File: config.mk
export PLATFORM = sky130hd
export DESIGN_NAME = sound_log_command_parser_unit
export DESIGN_NICKNAME = d
export VERILOG_FILES = /design/src/slcp_pkg.sv /design/src/sound_log_command_parser_unit.sv /design/src/slcp_front.sv /design/src/slcp_queue.sv /design/src/slcp_back.sv
export SDC_FILE = /design/constraint.sdc
export NUM_CORES = 1
export LEC_CHECK = 0
export ABC_AREA = 1
export BUFFER_PORTS_ARGS = -buffer_cell sky130_fd_sc_hd__buf_2
export CORE_MARGIN = 2
export CORE_UTILIZATION = 40
export CTS_CLUSTER_SIZE = 40
export DETAILED_ROUTE_END_ITERATION = 12
export PLACE_DENSITY_LB_ADDON = 0.2
export SYNTH_ARGS = -nofsm -noshare
export SYNTH_HDL_FRONTEND = slang
export SYNTH_SLANG_ARGS = --single-unit
export TNS_END_PERCENT = 20
File: constraint.sdc
create_clock -name clk -period 20.7 [get_ports clk]
set_clock_uncertainty 0.2 [all_clocks]
set_input_delay 4.14 -clock clk [delete_from_list [all_inputs] [get_ports clk]]
set_output_delay 4.14 -clock clk [all_outputs]
set_load 0.01 [all_outputs]
File: src/slcp_pkg.sv
`default_nettype none
package slcp_pkg;

    localparam int SLCP_MAX_DEVICES = 8;
    localparam int SLCP_QUEUE_DEPTH = 2;
    localparam int SLCP_BANK_DEPTH  = 8;

    localparam logic [1:0] REG_DEVICE_COUNT = 2'd0;
    localparam logic [1:0] REG_DEVICE_TYPES = 2'd1;
    localparam logic [1:0] REG_LOOP_OFFSET  = 2'd2;
    localparam logic [1:0] REG_REPEAT_COUNT = 2'd3;

    localparam logic [2:0] KIND_WRITE   = 3'd0;
    localparam logic [2:0] KIND_WAIT    = 3'd1;
    localparam logic [2:0] KIND_RESTART = 3'd2;
    localparam logic [2:0] KIND_SEEK    = 3'd3;
    localparam logic [2:0] KIND_END     = 3'd4;
    localparam logic [2:0] KIND_ERROR   = 3'd5;

    localparam logic [1:0] CHIP_TYPE4 = 2'd0;
    localparam logic [1:0] CHIP_TYPE2 = 2'd1;
    localparam logic [1:0] CHIP_TYPE5 = 2'd2;

    localparam logic [1:0] ERR_NONE     = 2'd0;
    localparam logic [1:0] ERR_OVERFLOW = 2'd1;
    localparam logic [1:0] ERR_DEVICE   = 2'd2;

    typedef struct packed {
        logic       action;
        logic [7:0] stream_byte;
        logic       final_byte;
    } item_t;

    typedef struct packed {
        logic [2:0]  kind;
        logic [1:0]  chip_kind;
        logic [2:0]  instance_res;
        logic [8:0]  reg_address;
        logic [7:0]  reg_data;
        logic [31:0] wait_ticks;
        logic [31:0] seek_offset;
        logic [1:0]  error_code;
        logic        last;
    } result_t;

    typedef struct packed {
        logic    prim_valid;
        result_t prim;
        logic    restart;
        logic    overflow;
    } rec_t;

endpackage
`default_nettype wire

File: src/sound_log_command_parser_unit.sv
`default_nettype none
// Channel  Handshake               Payload
// item     item_valid/item_ready   item (action, stream_byte, final_byte)
// res      res_valid/res_ready     res (one result word, last marks end of byte)
// cfg      cfg_valid/cfg_ready     cfg_index, cfg_data
//
// One byte word is parsed per cycle while item_ready is high; results are queued for res.
// A byte yields up to three result words; the back end sends one per cycle unless stalled.
// A two-entry queue holds parsed bytes; item_ready drops only while it is full.
// Reset clears parse state, configuration and bank tracking at once; no clearing pass.
// cfg_ready is always high; write configuration only while the block is idle.
module sound_log_command_parser_unit
    import slcp_pkg::*;
#(
    parameter int MAX_DEVICES = SLCP_MAX_DEVICES
)
(
    input  wire logic        clk,
    input  wire logic        rst_n,
    input  wire logic        cfg_valid,
    output      logic        cfg_ready,
    input  wire logic [1:0]  cfg_index,
    input  wire logic [31:0] cfg_data,
    input  wire logic        item_valid,
    output      logic        item_ready,
    input  wire item_t       item,
    output      logic        res_valid,
    input  wire logic        res_ready,
    output      result_t     res
);

    logic rec_push;
    rec_t rec;
    logic queue_full;
    logic pop;
    logic head_valid;
    rec_t head_rec;

    slcp_front #(
        .MAX_DEVICES (MAX_DEVICES)
    ) u_front (
        .clk        (clk),
        .rst_n      (rst_n),
        .cfg_valid  (cfg_valid),
        .cfg_ready  (cfg_ready),
        .cfg_index  (cfg_index),
        .cfg_data   (cfg_data),
        .item_valid (item_valid),
        .item_ready (item_ready),
        .item       (item),
        .queue_full (queue_full),
        .rec_push   (rec_push),
        .rec        (rec)
    );

    slcp_queue u_queue (
        .clk        (clk),
        .rst_n      (rst_n),
        .push       (rec_push),
        .push_rec   (rec),
        .full       (queue_full),
        .pop        (pop),
        .head_valid (head_valid),
        .head_rec   (head_rec)
    );

    slcp_back u_back (
        .clk        (clk),
        .rst_n      (rst_n),
        .head_valid (head_valid),
        .head_rec   (head_rec),
        .pop        (pop),
        .res_valid  (res_valid),
        .res_ready  (res_ready),
        .res        (res)
    );

endmodule
`default_nettype wire

File: src/slcp_front.sv
`default_nettype none
module slcp_front
    import slcp_pkg::*;
#(
    parameter int MAX_DEVICES = SLCP_MAX_DEVICES
)
(
    input  wire logic        clk,
    input  wire logic        rst_n,
    input  wire logic        cfg_valid,
    output      logic        cfg_ready,
    input  wire logic [1:0]  cfg_index,
    input  wire logic [31:0] cfg_data,
    input  wire logic        item_valid,
    output      logic        item_ready,
    input  wire item_t       item,
    input  wire logic        queue_full,
    output      logic        rec_push,
    output      rec_t        rec
);

    localparam logic [1:0] PH_CMD  = 2'd0;
    localparam logic [1:0] PH_WAIT = 2'd1;
    localparam logic [1:0] PH_ADDR = 2'd2;
    localparam logic [1:0] PH_DATA = 2'd3;

    localparam logic [7:0] CMD_WAIT1 = 8'hff;
    localparam logic [7:0] CMD_WAITN = 8'hfe;
    localparam logic [7:0] CMD_END   = 8'hfd;

    localparam logic [3:0] DEV_TYPE2 = 4'd2;
    localparam logic [3:0] DEV_TYPE4 = 4'd4;
    localparam logic [3:0] DEV_TYPE5 = 4'd5;

    logic [3:0]  dcount_reg;
    logic [31:0] dtypes_reg;
    logic [31:0] loop_reg;
    logic [15:0] rcount_reg;

    logic [1:0]  phase_reg, phase_next;
    logic [7:0]  cmd_reg, cmd_next;
    logic [7:0]  addr_reg, addr_next;
    logic [31:0] acc_reg, acc_next;
    logic [5:0]  shift_reg, shift_next;
    logic [15:0] rleft_reg, rleft_next;
    logic        playing_reg, playing_next;
    logic [1:0]  bank_reg [SLCP_BANK_DEPTH];

    logic        accept;
    logic        moved;
    logic        bank_we;
    logic [1:0]  bank_wdata;
    logic [7:0]  b;
    logic [34:0] part;
    logic [34:0] shifted;
    logic [31:0] acc_upd;
    logic [32:0] ticks_sum;
    logic [6:0]  dev;
    logic        ext;
    logic [3:0]  cnt;
    logic [3:0]  dtype;
    logic [2:0]  inst;
    logic [1:0]  bank_now;

    assign cfg_ready  = 1'b1;
    assign item_ready = !queue_full;
    assign accept     = item_valid && item_ready;
    assign b          = item.stream_byte;

    assign part    = {28'd0, b[6:0]};
    assign shifted = part << shift_reg;

    always_comb
    begin
        acc_upd = acc_reg;
        if (part != 35'd0)
        begin
            if (shift_reg >= 6'd32 || shifted[34:32] != 3'd0)
                acc_upd = '1;
            else
                acc_upd = acc_reg | shifted[31:0];
        end
    end

    assign ticks_sum = {1'b0, acc_upd} + 33'd2;

    assign dev = cmd_reg[7:1];
    assign ext = cmd_reg[0];
    assign cnt = (dcount_reg > 4'(MAX_DEVICES)) ? 4'(MAX_DEVICES) : dcount_reg;

    always_comb
    begin
        dtype = DEV_TYPE4;
        inst  = 3'd0;
        if (cnt != 4'd0)
        begin
            dtype = dtypes_reg[4 * dev[2:0] +: 4];
            for (int i = 0; i < MAX_DEVICES; i++)
            begin
                if (7'(i) < dev && dtypes_reg[4 * i +: 4] == dtype)
                    inst = inst + 3'd1;
            end
        end
    end

    assign bank_now = (addr_reg == 8'd0) ? b[6:5] : bank_reg[inst];

    always_comb
    begin
        phase_next   = phase_reg;
        cmd_next     = cmd_reg;
        addr_next    = addr_reg;
        acc_next     = acc_reg;
        shift_next   = shift_reg;
        rleft_next   = rleft_reg;
        playing_next = playing_reg;
        bank_we      = 1'b0;
        bank_wdata   = b[6:5];
        moved        = 1'b0;
        rec          = '0;

        if (accept)
        begin
            if (item.action)
            begin
                playing_next = 1'b1;
                rleft_next   = rcount_reg;
                phase_next   = PH_CMD;
                cmd_next     = 8'd0;
                addr_next    = 8'd0;
                acc_next     = 32'd0;
                shift_next   = 6'd0;
            end
            else if (playing_reg)
            begin
                case (phase_reg)
                    PH_CMD:
                    begin
                        if (b == CMD_WAIT1)
                        begin
                            rec.prim_valid      = 1'b1;
                            rec.prim.kind       = KIND_WAIT;
                            rec.prim.wait_ticks = 32'd1;
                        end
                        else if (b == CMD_WAITN)
                        begin
                            acc_next   = 32'd0;
                            shift_next = 6'd0;
                            phase_next = PH_WAIT;
                        end
                        else if (b == CMD_END)
                        begin
                            moved          = 1'b1;
                            rec.prim_valid = 1'b1;
                            if (loop_reg == 32'd0
                                || (rcount_reg != 16'd0 && rleft_reg <= 16'd1))
                            begin
                                if (rleft_reg != 16'd0 && loop_reg != 32'd0)
                                    rleft_next = rleft_reg - 16'd1;
                                playing_next  = 1'b0;
                                rec.prim.kind = KIND_END;
                            end
                            else
                            begin
                                if (rcount_reg != 16'd0)
                                    rleft_next = rleft_reg - 16'd1;
                                rec.prim.kind        = KIND_SEEK;
                                rec.prim.seek_offset = loop_reg;
                            end
                        end
                        else
                        begin
                            cmd_next   = b;
                            phase_next = PH_ADDR;
                        end
                    end
                    PH_WAIT:
                    begin
                        acc_next = acc_upd;
                        if (shift_reg < 6'd32)
                            shift_next = shift_reg + 6'd7;
                        if (!b[7])
                        begin
                            rec.prim_valid      = 1'b1;
                            rec.prim.kind       = KIND_WAIT;
                            rec.prim.wait_ticks = ticks_sum[32] ? '1 : ticks_sum[31:0];
                            phase_next          = PH_CMD;
                        end
                    end
                    PH_ADDR:
                    begin
                        addr_next  = b;
                        phase_next = PH_DATA;
                    end
                    default:
                    begin
                        phase_next = PH_CMD;
                        if (cnt != 4'd0 && dev >= {3'd0, cnt})
                        begin
                            rec.prim_valid      = 1'b1;
                            rec.prim.kind       = KIND_ERROR;
                            rec.prim.error_code = ERR_DEVICE;
                            playing_next        = 1'b0;
                            moved               = 1'b1;
                        end
                        else if (dtype == DEV_TYPE4)
                        begin
                            rec.prim_valid        = 1'b1;
                            rec.prim.kind         = KIND_WRITE;
                            rec.prim.chip_kind    = CHIP_TYPE4;
                            rec.prim.instance_res = inst;
                            rec.prim.reg_address  = {ext, addr_reg};
                            rec.prim.reg_data     = b;
                            if (ext)
                            begin
                                bank_we     = (addr_reg == 8'd0);
                                rec.restart = (bank_now == 2'b11);
                            end
                        end
                        else if ((dtype == DEV_TYPE2 || dtype == DEV_TYPE5) && !ext)
                        begin
                            rec.prim_valid        = 1'b1;
                            rec.prim.kind         = KIND_WRITE;
                            rec.prim.chip_kind    = (dtype == DEV_TYPE2) ? CHIP_TYPE2
                                                                         : CHIP_TYPE5;
                            rec.prim.instance_res = inst;
                            rec.prim.reg_address  = {1'b0, addr_reg};
                            rec.prim.reg_data     = b;
                        end
                    end
                endcase

                if (item.final_byte && !moved)
                begin
                    rec.overflow = 1'b1;
                    playing_next = 1'b0;
                    phase_next   = PH_CMD;
                end
            end
        end
    end

    assign rec_push = rec.prim_valid || rec.restart || rec.overflow;

    always_ff @(posedge clk or negedge rst_n)
    begin
        if (!rst_n)
        begin
            dcount_reg  <= 4'd0;
            dtypes_reg  <= 32'd0;
            loop_reg    <= 32'd0;
            rcount_reg  <= 16'd0;
            phase_reg   <= PH_CMD;
            cmd_reg     <= 8'd0;
            addr_reg    <= 8'd0;
            acc_reg     <= 32'd0;
            shift_reg   <= 6'd0;
            rleft_reg   <= 16'd0;
            playing_reg <= 1'b0;
            for (int i = 0; i < SLCP_BANK_DEPTH; i++)
            begin
                bank_reg[i] <= 2'd0;
            end
        end
        else
        begin
            if (cfg_valid)
            begin
                case (cfg_index)
                    REG_DEVICE_COUNT: dcount_reg <= cfg_data[3:0];
                    REG_DEVICE_TYPES: dtypes_reg <= cfg_data;
                    REG_LOOP_OFFSET:  loop_reg   <= cfg_data;
                    REG_REPEAT_COUNT: rcount_reg <= cfg_data[15:0];
                    default:          dcount_reg <= dcount_reg;
                endcase
            end
            phase_reg   <= phase_next;
            cmd_reg     <= cmd_next;
            addr_reg    <= addr_next;
            acc_reg     <= acc_next;
            shift_reg   <= shift_next;
            rleft_reg   <= rleft_next;
            playing_reg <= playing_next;
            if (bank_we)
                bank_reg[inst] <= bank_wdata;
        end
    end

endmodule
`default_nettype wire

File: src/slcp_queue.sv
`default_nettype none
module slcp_queue
    import slcp_pkg::*;
(
    input  wire logic clk,
    input  wire logic rst_n,
    input  wire logic push,
    input  wire rec_t push_rec,
    output      logic full,
    input  wire logic pop,
    output      logic head_valid,
    output      rec_t head_rec
);

    localparam int PW = $clog2(SLCP_QUEUE_DEPTH);
    localparam int CW = $clog2(SLCP_QUEUE_DEPTH + 1);

    rec_t          q_reg [SLCP_QUEUE_DEPTH];
    logic [PW-1:0] wr_reg, wr_next;
    logic [PW-1:0] rd_reg, rd_next;
    logic [CW-1:0] count_reg, count_next;

    assign full       = (count_reg == CW'(SLCP_QUEUE_DEPTH));
    assign head_valid = (count_reg != '0);
    assign head_rec   = q_reg[rd_reg];

    always_comb
    begin
        wr_next    = wr_reg;
        rd_next    = rd_reg;
        count_next = count_reg;
        if (push)
            wr_next = (wr_reg == PW'(SLCP_QUEUE_DEPTH - 1)) ? '0 : wr_reg + 1'b1;
        if (pop)
            rd_next = (rd_reg == PW'(SLCP_QUEUE_DEPTH - 1)) ? '0 : rd_reg + 1'b1;
        if (push && !pop)
            count_next = count_reg + 1'b1;
        else if (pop && !push)
            count_next = count_reg - 1'b1;
    end

    always_ff @(posedge clk or negedge rst_n)
    begin
        if (!rst_n)
        begin
            wr_reg    <= '0;
            rd_reg    <= '0;
            count_reg <= '0;
        end
        else
        begin
            wr_reg    <= wr_next;
            rd_reg    <= rd_next;
            count_reg <= count_next;
        end
    end

    always_ff @(posedge clk)
    begin
        if (push)
            q_reg[wr_reg] <= push_rec;
    end

endmodule
`default_nettype wire

File: src/slcp_back.sv
`default_nettype none
module slcp_back
    import slcp_pkg::*;
(
    input  wire logic    clk,
    input  wire logic    rst_n,
    input  wire logic    head_valid,
    input  wire rec_t    head_rec,
    output      logic    pop,
    output      logic    res_valid,
    input  wire logic    res_ready,
    output      result_t res
);

    logic [2:0] done_reg, done_next;
    logic       valid_reg, valid_next;
    result_t    res_reg, res_next;
    logic [2:0] pend;
    logic [2:0] sel;
    logic       take;
    logic       load;
    logic       last;

    assign pend = {head_rec.overflow, head_rec.restart, head_rec.prim_valid} & ~done_reg;
    assign sel  = pend[0] ? 3'b001 : (pend[1] ? 3'b010 : 3'b100);
    assign last = ((pend & ~sel) == 3'b000);
    assign take = !valid_reg || res_ready;
    assign load = take && head_valid && (pend != 3'b000);
    assign pop  = load && last;

    always_comb
    begin
        done_next  = done_reg;
        valid_next = valid_reg;
        res_next   = res_reg;
        if (load)
        begin
            valid_next = 1'b1;
            done_next  = last ? 3'b000 : (done_reg | sel);
            res_next   = '0;
            if (sel[0])
                res_next = head_rec.prim;
            else if (sel[1])
                res_next.kind = KIND_RESTART;
            else
            begin
                res_next.kind       = KIND_ERROR;
                res_next.error_code = ERR_OVERFLOW;
            end
            res_next.last = last;
        end
        else if (take)
        begin
            valid_next = 1'b0;
        end
    end

    assign res_valid = valid_reg;
    assign res       = res_reg;

    always_ff @(posedge clk or negedge rst_n)
    begin
        if (!rst_n)
        begin
            done_reg  <= 3'b000;
            valid_reg <= 1'b0;
        end
        else
        begin
            done_reg  <= done_next;
            valid_reg <= valid_next;
        end
    end

    always_ff @(posedge clk)
    begin
        res_reg <= res_next;
    end

endmodule
`default_nettype wire
==> metrics, run 1 <==
status=complete, no violations; Main synth FF type=edfxtp_1; Synth top area share=38.61%; WL final=55.67 mm; delay of the slowest critical-path stage=0.71 ns; Post-synth EDFFs=278; Post-Synth Adder-Cell Area=1.215%; TritonCTS buffer count=49; Mean Syn Cell Area=9.280 um^2; Worst Path Buf+Inv=6; DR iter-0 viols=1,406; Overflow after GRT=0; Antenna diodes=0; slew margin rel.=18.07%; port bufs=142; die height=236.5 um; CP max-delay cell=clkinv_2; Antenna Violating Nets Remaining=0; Place WS=12.16 ns; GRT Util Overall=19.83%; critical path fanouts, max=48; I/O Pins=144; via count=16,350; CTS clk-pin slew, worst paths=0.06 ns; TritonCTS clock tree=built; max reg flops=186; Rows=85; FFs w/ async S/R, synth=39.43%; area leader, netlist=edfxtp_1; compound-cell area share of the yosys netlist=10.72%; slew at the pin closest to its max-slew limit=1.224 ns; most frequent cells in the layout=621 x nand2_1, 278 x edfxtp_1, 261 x inv_1; CP Capture Type=flop; post-layout net count=2,514; RSZ-0062 raised after global routing=no; crit path DAT=8.66 ns; largest net degree at the start of global routing=94; RD Place Congestion=0.9269; delay-heaviest family, CP=simple AND/OR/NAND/NOR gates; main combinational cell family by area after synthesis=simple AND/OR/NAND/NOR gates; CTS Hold Bufs=0; Period minus WS final=8.594 ns; dominant cells by area after synthesis=edfxtp_1 39%, dfrtp_1 21%, nand2_1 11%; post-synthesis cell area=21,620 um^2; nature of the critical path startpoint=flop; DIE WIDTH=236.5 um; Yosys cell types=53; CTS max path bufs=3; first-pass GRT wire length=87.88 mm; Max Clk Rate=116.4 MHz; number of nets produced by synthesis=2,400; most common cell after layout, fill and taps aside=nand2_1; root buffer cell=clkbuf_16; vias in the first global route=15,570; worst setup margin=12.11 ns; Clock Sinks=459; Remaining DRCs=0; htree depth=2; initial antenna violation count=2; Area growth, synth to finish=13.77%; WS Path Type=reg -> reg; Skew-Pair Late Insertion Delay=0.61 ns; peak supply drop=0.08738 mV; max cap viols=0; Setup TNS=0 ns; class of the worst hold path=reg -> reg; Final Max Tran Viols=0; CP required=20.77 ns; post-synthesis mux area share=0.1389%; Avg Vias per Cell=5.138; Seq/Total Area, Yosys=59.56%; synthesized netlist cell count=2,330; CORE AREA=53,600 um^2; Avg WL per Cell=17.50 um; period utilization=41.52%; DRT Pass-1 Iters=6; ratio of cells with drive above 1 in the final layout=12.43%; xor/xnor share of the synthesized area=1.053%; leakage=10.61 nW; die area=55,930 um^2; final hold vios=0; Post-CTS Setup Inserts=0; post-DP HPWL=38.53 mm; cell mode on critical path=nand2_1; PwrDens=143.7 nW/um^2; Starting Density=40.34%; Synthesis Warnings=0; Post-Synth Simple-Gate Area=20.47%; post-CTS sizing=0; Setup violations, final=0; synthesized flop and latch total=459
==> cells in the mapped netlist, types with 24 or more instances <==
library cell    n
a21oi_1       128
clkbuf_1       71
dfrtp_1       181
edfxtp_1      278
inv_1         265
nand2_1       621
nand3_1        77
nand4_1        24
nor2_1        164
nor3_1         26
nor3b_1        33
o21ai_0       203
==> per-layer routing <==
layer	GRT usage (%)	routed length (um)
met4	6.137	1322
met1	28.47	26360
met3	3.264	2977
met2	30.89	24990
met5	0	24
==> final cells by class <==
| class | count | area [um^2] |
|---|---|---|
| inverters | 279 | 1055 |
| clock buffers | 68 | 1431 |
| fillers | 5135 | 29000 |
| clock inverters | 24 | 262.8 |
| multi-input cells | 1499 | 7278 |
| well taps | 696 | 870.8 |
| repair buffers | 156 | 822.0 |
| flip-flops and latches | 459 | 12880 |
==> cell families after synthesis <==
| family | after synthesis |
|---|---|
| adders and majority gates | 21 |
| muxes | 3 |
| buffers and inverters | 372 |
| other | 1 |
| and+or+nand+nor | 1020 |
| AOI/OAI and AO/OA | 428 |
| xor gates and xnor gates | 26 |
| DFF | 459 |
==> through the flow <==
step	hold slack (ns)	utilization (%)	area (um^2)	cells	power [mW]
2_1_floorplan	0.2436	-	21620	2330	2.232
3_3_place_gp	0.2617	42.73	22900	3089	2.621
3_5_place_dp	0.2713	42.73	22900	3089	2.639
4_1_cts	0.2738	45.89	24600	3181	3.565
5_1_grt	0.2917	45.89	24600	3181	3.783
6_report	0.2740	45.89	24600	3181	3.535
==> path summary, 6_finish.rpt <==
check | start | endpoint | slack, ns | cells after the start
setup / recovery | u_front.cmd_reg[1] | u_queue.q_reg[1][24] | 12.11 | 42
hold reg to reg | u_front.shift_reg[5] | u_front.shift_reg[1] | 0.27 | 1
setup reg to reg | u_front.cmd_reg[1] | u_queue.q_reg[1][24] | 12.11 | 42
max in group asynchronous | rst_n | u_queue.rd_reg | 15.63 | 2
hold / removal | u_front.shift_reg[5] | u_front.shift_reg[1] | 0.27 | 1
min in group asynchronous | rst_n | u_front.rleft_reg[10] | 3.28 | 1
==> worst register-to-register path, delay by kind of cell (launching register included) <==
| kind | cells | cell delay, ns |
|---|---|---|
| DFF | 1 | 0.66 |
| and+or+nand+nor | 27 | 3.48 |
| adders and majority gates | 6 | 1.47 |
| buffers and inverters | 6 | 2.02 |
| xor gates and xnor gates | 1 | 0.17 |
| AOI/OAI and AO/OA | 2 | 0.21 |
==> where the power goes <==
part / internal, mW / leakage (nW) / switching (mW) / total, mW
registers: 1.20 / 5.07 / 0.109 / 1.31
clock network: 0.538 / 0.844 / 0.375 / 0.912
logic: 0.384 / 4.69 / 0.927 / 1.31
Power figures use the tool's default switching activity.
==> inputs of run 2 (changes only) <==
- clock period: 20.7 -> 8.92 ns (I/O delays scaled with it)
==> run 2 against run 1 <==
Compared with the run above:
- final area decreased by 0.81%
- global-route usage increased by 0.26 points
- register-to-register slack got worse by 11 ns
- fmax rose by 6.4%
- power increased by 130%
- wire length rose by 0.55%
- worst setup slack got worse by 11 ns
- critical path depth is 1 lower
- sequential share of layout area up 0.43 points
- first-iteration DRC count down 4.3%
==> metrics, run 2 (synthesized netlist as in run 1, its figures left out) <==
status=complete, no violations; critical path fanouts, max=66; CTS Hold Bufs=0; post-DP HPWL=39.52 mm; slew margin rel.=24.25%; Power Total=7.987 mW; met3 wire length=2.370 mm; I/O Pins=144; Starting Density=40.34%; root buffer cell=clkbuf_16; ratio of cells with drive above 1 in the final layout=11.72%; CP Capture Type=flop; DR WL met2=25.14 mm; Avg Vias per Cell=5.114; via count=16,260; period utilization=90.52%; htree depth=2; post-layout util=45.52%; max reg flops=186; most common cell after layout, fill and taps aside=nand2_1; GRT Util Overall=20.09%; die area=55,930 um^2; Remaining DRCs=0; CP max-delay cell=dfrtp_1; nature of the critical path startpoint=flop; class of the worst hold path=reg -> reg; Period minus WS final=8.074 ns; initial antenna violation count=5; RD Place Congestion=0.8840; max cap viols=0; crit path DAT=8.07 ns; Final Cell Area=24,400 um^2; Highest Signal Layer=met5; WL final=55.98 mm; Area growth, synth to finish=12.84%; met1 wire length=27.06 mm; final hold vios=0; Place WS=0.8353 ns; slew at the pin closest to its max-slew limit=1.133 ns; leakage=10.50 nW; Setup TNS=0 ns; DRT Pass-1 Iters=5; Post-CTS Setup Inserts=0; port bufs=142; cell mode on critical path=nand2_1; worst setup margin=0.8457 ns; DIE WIDTH=236.5 um; Skew-Pair Late Insertion Delay=0.58 ns; Setup violations, final=0; RSZ-0062 raised after global routing=no; CTS max path bufs=3; Avg WL per Cell=17.61 um; final non-filler cell total=3,179; delay of the slowest critical-path stage=0.66 ns; Final Max Tran Viols=0; r2r setup slk=0.85 ns; WS Path Type=reg -> reg; Rows=85; dpl cells=3,091; Antenna diodes=0; DR iter-0 viols=1,345; CTS clk-pin slew, worst paths=0.06 ns; Antenna Violating Nets Remaining=0; TritonCTS buffer count=48; post-layout net count=2,515; CORE AREA=53,600 um^2; Max Clk Rate=123.8 MHz; first-pass GRT wire length=88.68 mm; largest net degree at the start of global routing=94; Overflow after GRT=0; die height=236.5 um; Placed Area=22,920 um^2; TritonCTS clock tree=built; PwrDens=327.4 nW/um^2; peak supply drop=0.1450 mV; post-CTS sizing=0; Clock Sinks=459; CP required=8.92 ns; vias in the first global route=15,550; most frequent cells in the layout=621 x nand2_1, 278 x edfxtp_1, 261 x inv_1; Hold WS=0.2836 ns
[run 2: worst paths after layout]
| check | cells after the start | endpoint | startpoint |
|---|---|---|---|
| max | 41 | u_queue.q_reg[0][22] | u_front.cmd_reg[1] |
| min | 2 | u_front.bank_reg[2] | u_front.bank_reg[2] |
| max reg2reg | 41 | u_queue.q_reg[0][22] | u_front.cmd_reg[1] |
| min reg2reg | 2 | u_front.bank_reg[2] | u_front.bank_reg[2] |
| max in group asynchronous | 2 | u_queue.rd_reg | rst_n |
| min in group asynchronous | 1 | u_front.rleft_reg[12] | rst_n |
[run 2: power by group]
part,switching [mW],internal (mW)
registers,0.254,2.79
clock network,0.815,1.09
logic,2.14,0.888
[run 2: area by class of cell]
cell class,instances,area (um^2)
Tap cell,696,870.8
Multi-Input combinational cell,1499,7278
Timing Repair Buffer,158,837.1
Clock inverter,13,95.09
Inverter,279,1055
Fill cell,5190,29200
Sequential cell,459,12880
Clock buffer,75,1384
[run 2: layer usage]
| layer | vias up | GRT usage, % |
|---|---|---|
| li1 | 8009 | - |
| met1 | 7801 | 29.25 |
| met2 | 353 | 30.97 |
| met4 | 8 | 6.041 |
| met3 | 86 | 3.206 |
| met5 | - | 0 |
[run 2: critical path: cells and delay by family (launching register included)]
family	cells	cell delay [ns]
and+or+nand+nor	26	3.47
adders and majority gates	6	1.50
buffers and inverters	6	1.35
DFF	1	0.66
AOI/OAI and AO/OA	2	0.24
xor gates and xnor gates	1	0.17
==> inputs of run 3 (changes only) <==
- SYNTH_HIERARCHICAL: unset -> 1
==> run 3 against run 2 <==
Compared with the run above:
- register-to-register slack better by 1.1 ns
- final area is 5.4% higher
- critical path depth is 7 lower
- first-iteration DRC count is 0.22% lower
- synthesized cell count is 1.5% higher
- global-route usage is 0.31 points lower
- largest cell class unchanged
- largest power group unchanged
==> metrics, run 3 <==
max reg flops=188; TritonCTS buffer count=51; synthesized netlist cell count=2,365; post-DP HPWL=41.56 mm; root buffer cell=clkbuf_16; dpl cells=3,195; Remaining DRCs=0; RD Place Congestion=0.8501; most common cell after layout, fill and taps aside=nand2_1; DR iter-0 viols=1,342; number of nets produced by synthesis=2,434; Setup violations, final=0; post-CTS sizing=0; WS Path Type=reg -> reg; DRT Pass-1 Iters=5; initial antenna violation count=4; post-synthesis cell area=22,660 um^2; largest net degree at the start of global routing=91; period utilization=78.55%; reg2reg start=u_front/cmd_reg[1]; slew at the pin closest to its max-slew limit=1.034 ns; Skew-Pair Late Insertion Delay=0.60 ns; max cap viols=0; leakage=11.55 nW; Overflow after GRT=0; first-pass GRT wire length=91.80 mm; Area growth, synth to finish=13.52%; post-layout net count=2,561; TritonCTS clock tree=built; ratio of cells with drive above 1 in the final layout=16.70%; Starting Density=40.34%; die area=58,560 um^2; Post-CTS Setup Inserts=0; Period minus WS final=7.006 ns; port bufs=142; worst r2r path cells=34; die height=242 um; Avg WL per Cell=17.61 um; CTS clk-pin slew, worst paths=0.06 ns; hold depth=2; post-layout util=45.79%; Max Clk Rate=142.7 MHz; Setup TNS=0 ns; critical path fanouts, max=21; CTS max path bufs=3; I/O Pins=144; nature of the critical path startpoint=flop; CORE AREA=56,170 um^2; peak supply drop=0.1764 mV; worst hold start=u_back/done_reg[2]; Avg Vias per Cell=5.005; GRT Util Overall=19.78%; cell mode on critical path=nand2_1; Final Max Tran Viols=0; htree depth=2; CP max-delay cell=dfrtp_1; delay of the slowest critical-path stage=0.63 ns; PwrDens=312.5 nW/um^2; Clock Sinks=461; Antenna diodes=0; final hold vios=0; DIE WIDTH=242 um; class of the worst hold path=reg -> reg; crit path DAT=7.15 ns; status=complete, no violations; R2R Path End=u_queue/q_reg[0][1]; slew margin rel.=31.01%; via count=16,460; Hold Path End=u_back/done_reg[2]; RSZ-0062 raised after global routing=no; WL final=57.91 mm; Mean Syn Cell Area=9.581 um^2; CTS Hold Bufs=0; Antenna Violating Nets Remaining=0; Rows=87; CP required=9.06 ns; vias in the first global route=16,190; r2r setup slk=1.91 ns; most frequent cells in the layout=438 x nand2_1, 358 x inv_1, 304 x nor2_1; fillers=5,450; final non-filler cell total=3,289; CP Capture Type=flop; Synthesis Warnings=6
run 3: stage by stage:
stage               cell area (um^2)  hold slack, ns  total power [mW]  setup WS (ns)
floorplan                      22660          0.2359             5.139          1.032
global placement               23960          0.2532             5.855          2.175
detailed placement             23960          0.2563             5.906          2.001
CTS                            25720          0.2758             8.118          1.959
global route                   25720          0.3063             8.569          1.227
finish                         25720          0.2780             8.038          1.914
run 3: how the worst max path moves through the flow:
stage                       start             endpoint  cells past startpoint
2_1_floorplan             item[6]  u_queue/q_reg[0][0]                     12
3_3_place_gp   u_front/cmd_reg[1]  u_queue/q_reg[0][1]                     37
3_5_place_dp   u_front/cmd_reg[1]  u_queue/q_reg[0][1]                     34
4_1_cts        u_front/cmd_reg[1]  u_queue/q_reg[1][1]                     34
5_1_grt        u_front/cmd_reg[1]  u_queue/q_reg[1][1]                     34
6_report       u_front/cmd_reg[1]  u_queue/q_reg[0][1]                     34
run 3: per-layer routing:
layer	GRT usage (%)	vias to the layer above	routed length [um]
met5	0	-	0
met4	4.775	0	1204
met3	3.412	74	3031
met2	29.09	378	24420
met1	30.24	7974	29260
li1	-	8035	-
run 3: critical path: cells and delay by family, from the launching register on:
| kind | cells | cell delay, ns |
|---|---|---|
| buffers and inverters | 2 | 0.50 |
| AOI/OAI and AO/OA | 3 | 0.50 |
| adders and majority gates | 6 | 1.55 |
| and+or+nand+nor | 23 | 3.34 |
| DFF | 1 | 0.63 |
run 3: layout make-up:
class	instances	area [um^2]	share of cell area (%)
Sequential cell	461	12940	50.31
Multi-Input combinational cell	1446	7831	30.45
Clock buffer	72	1486	5.779
Inverter	377	1423	5.531
Tap cell	756	945.9	3.677
Timing Repair Buffer	155	814.5	3.167
Clock inverter	22	280.3	1.090
run 3: where the power goes:
group,leakage [nW],total (mW),internal (mW),switching [mW]
clock,0.873,2.18,1.31,0.874
combinational,5.76,2.77,0.964,1.81
sequential,4.91,3.08,2.80,0.284
total,11.5,8.04,5.07,2.96
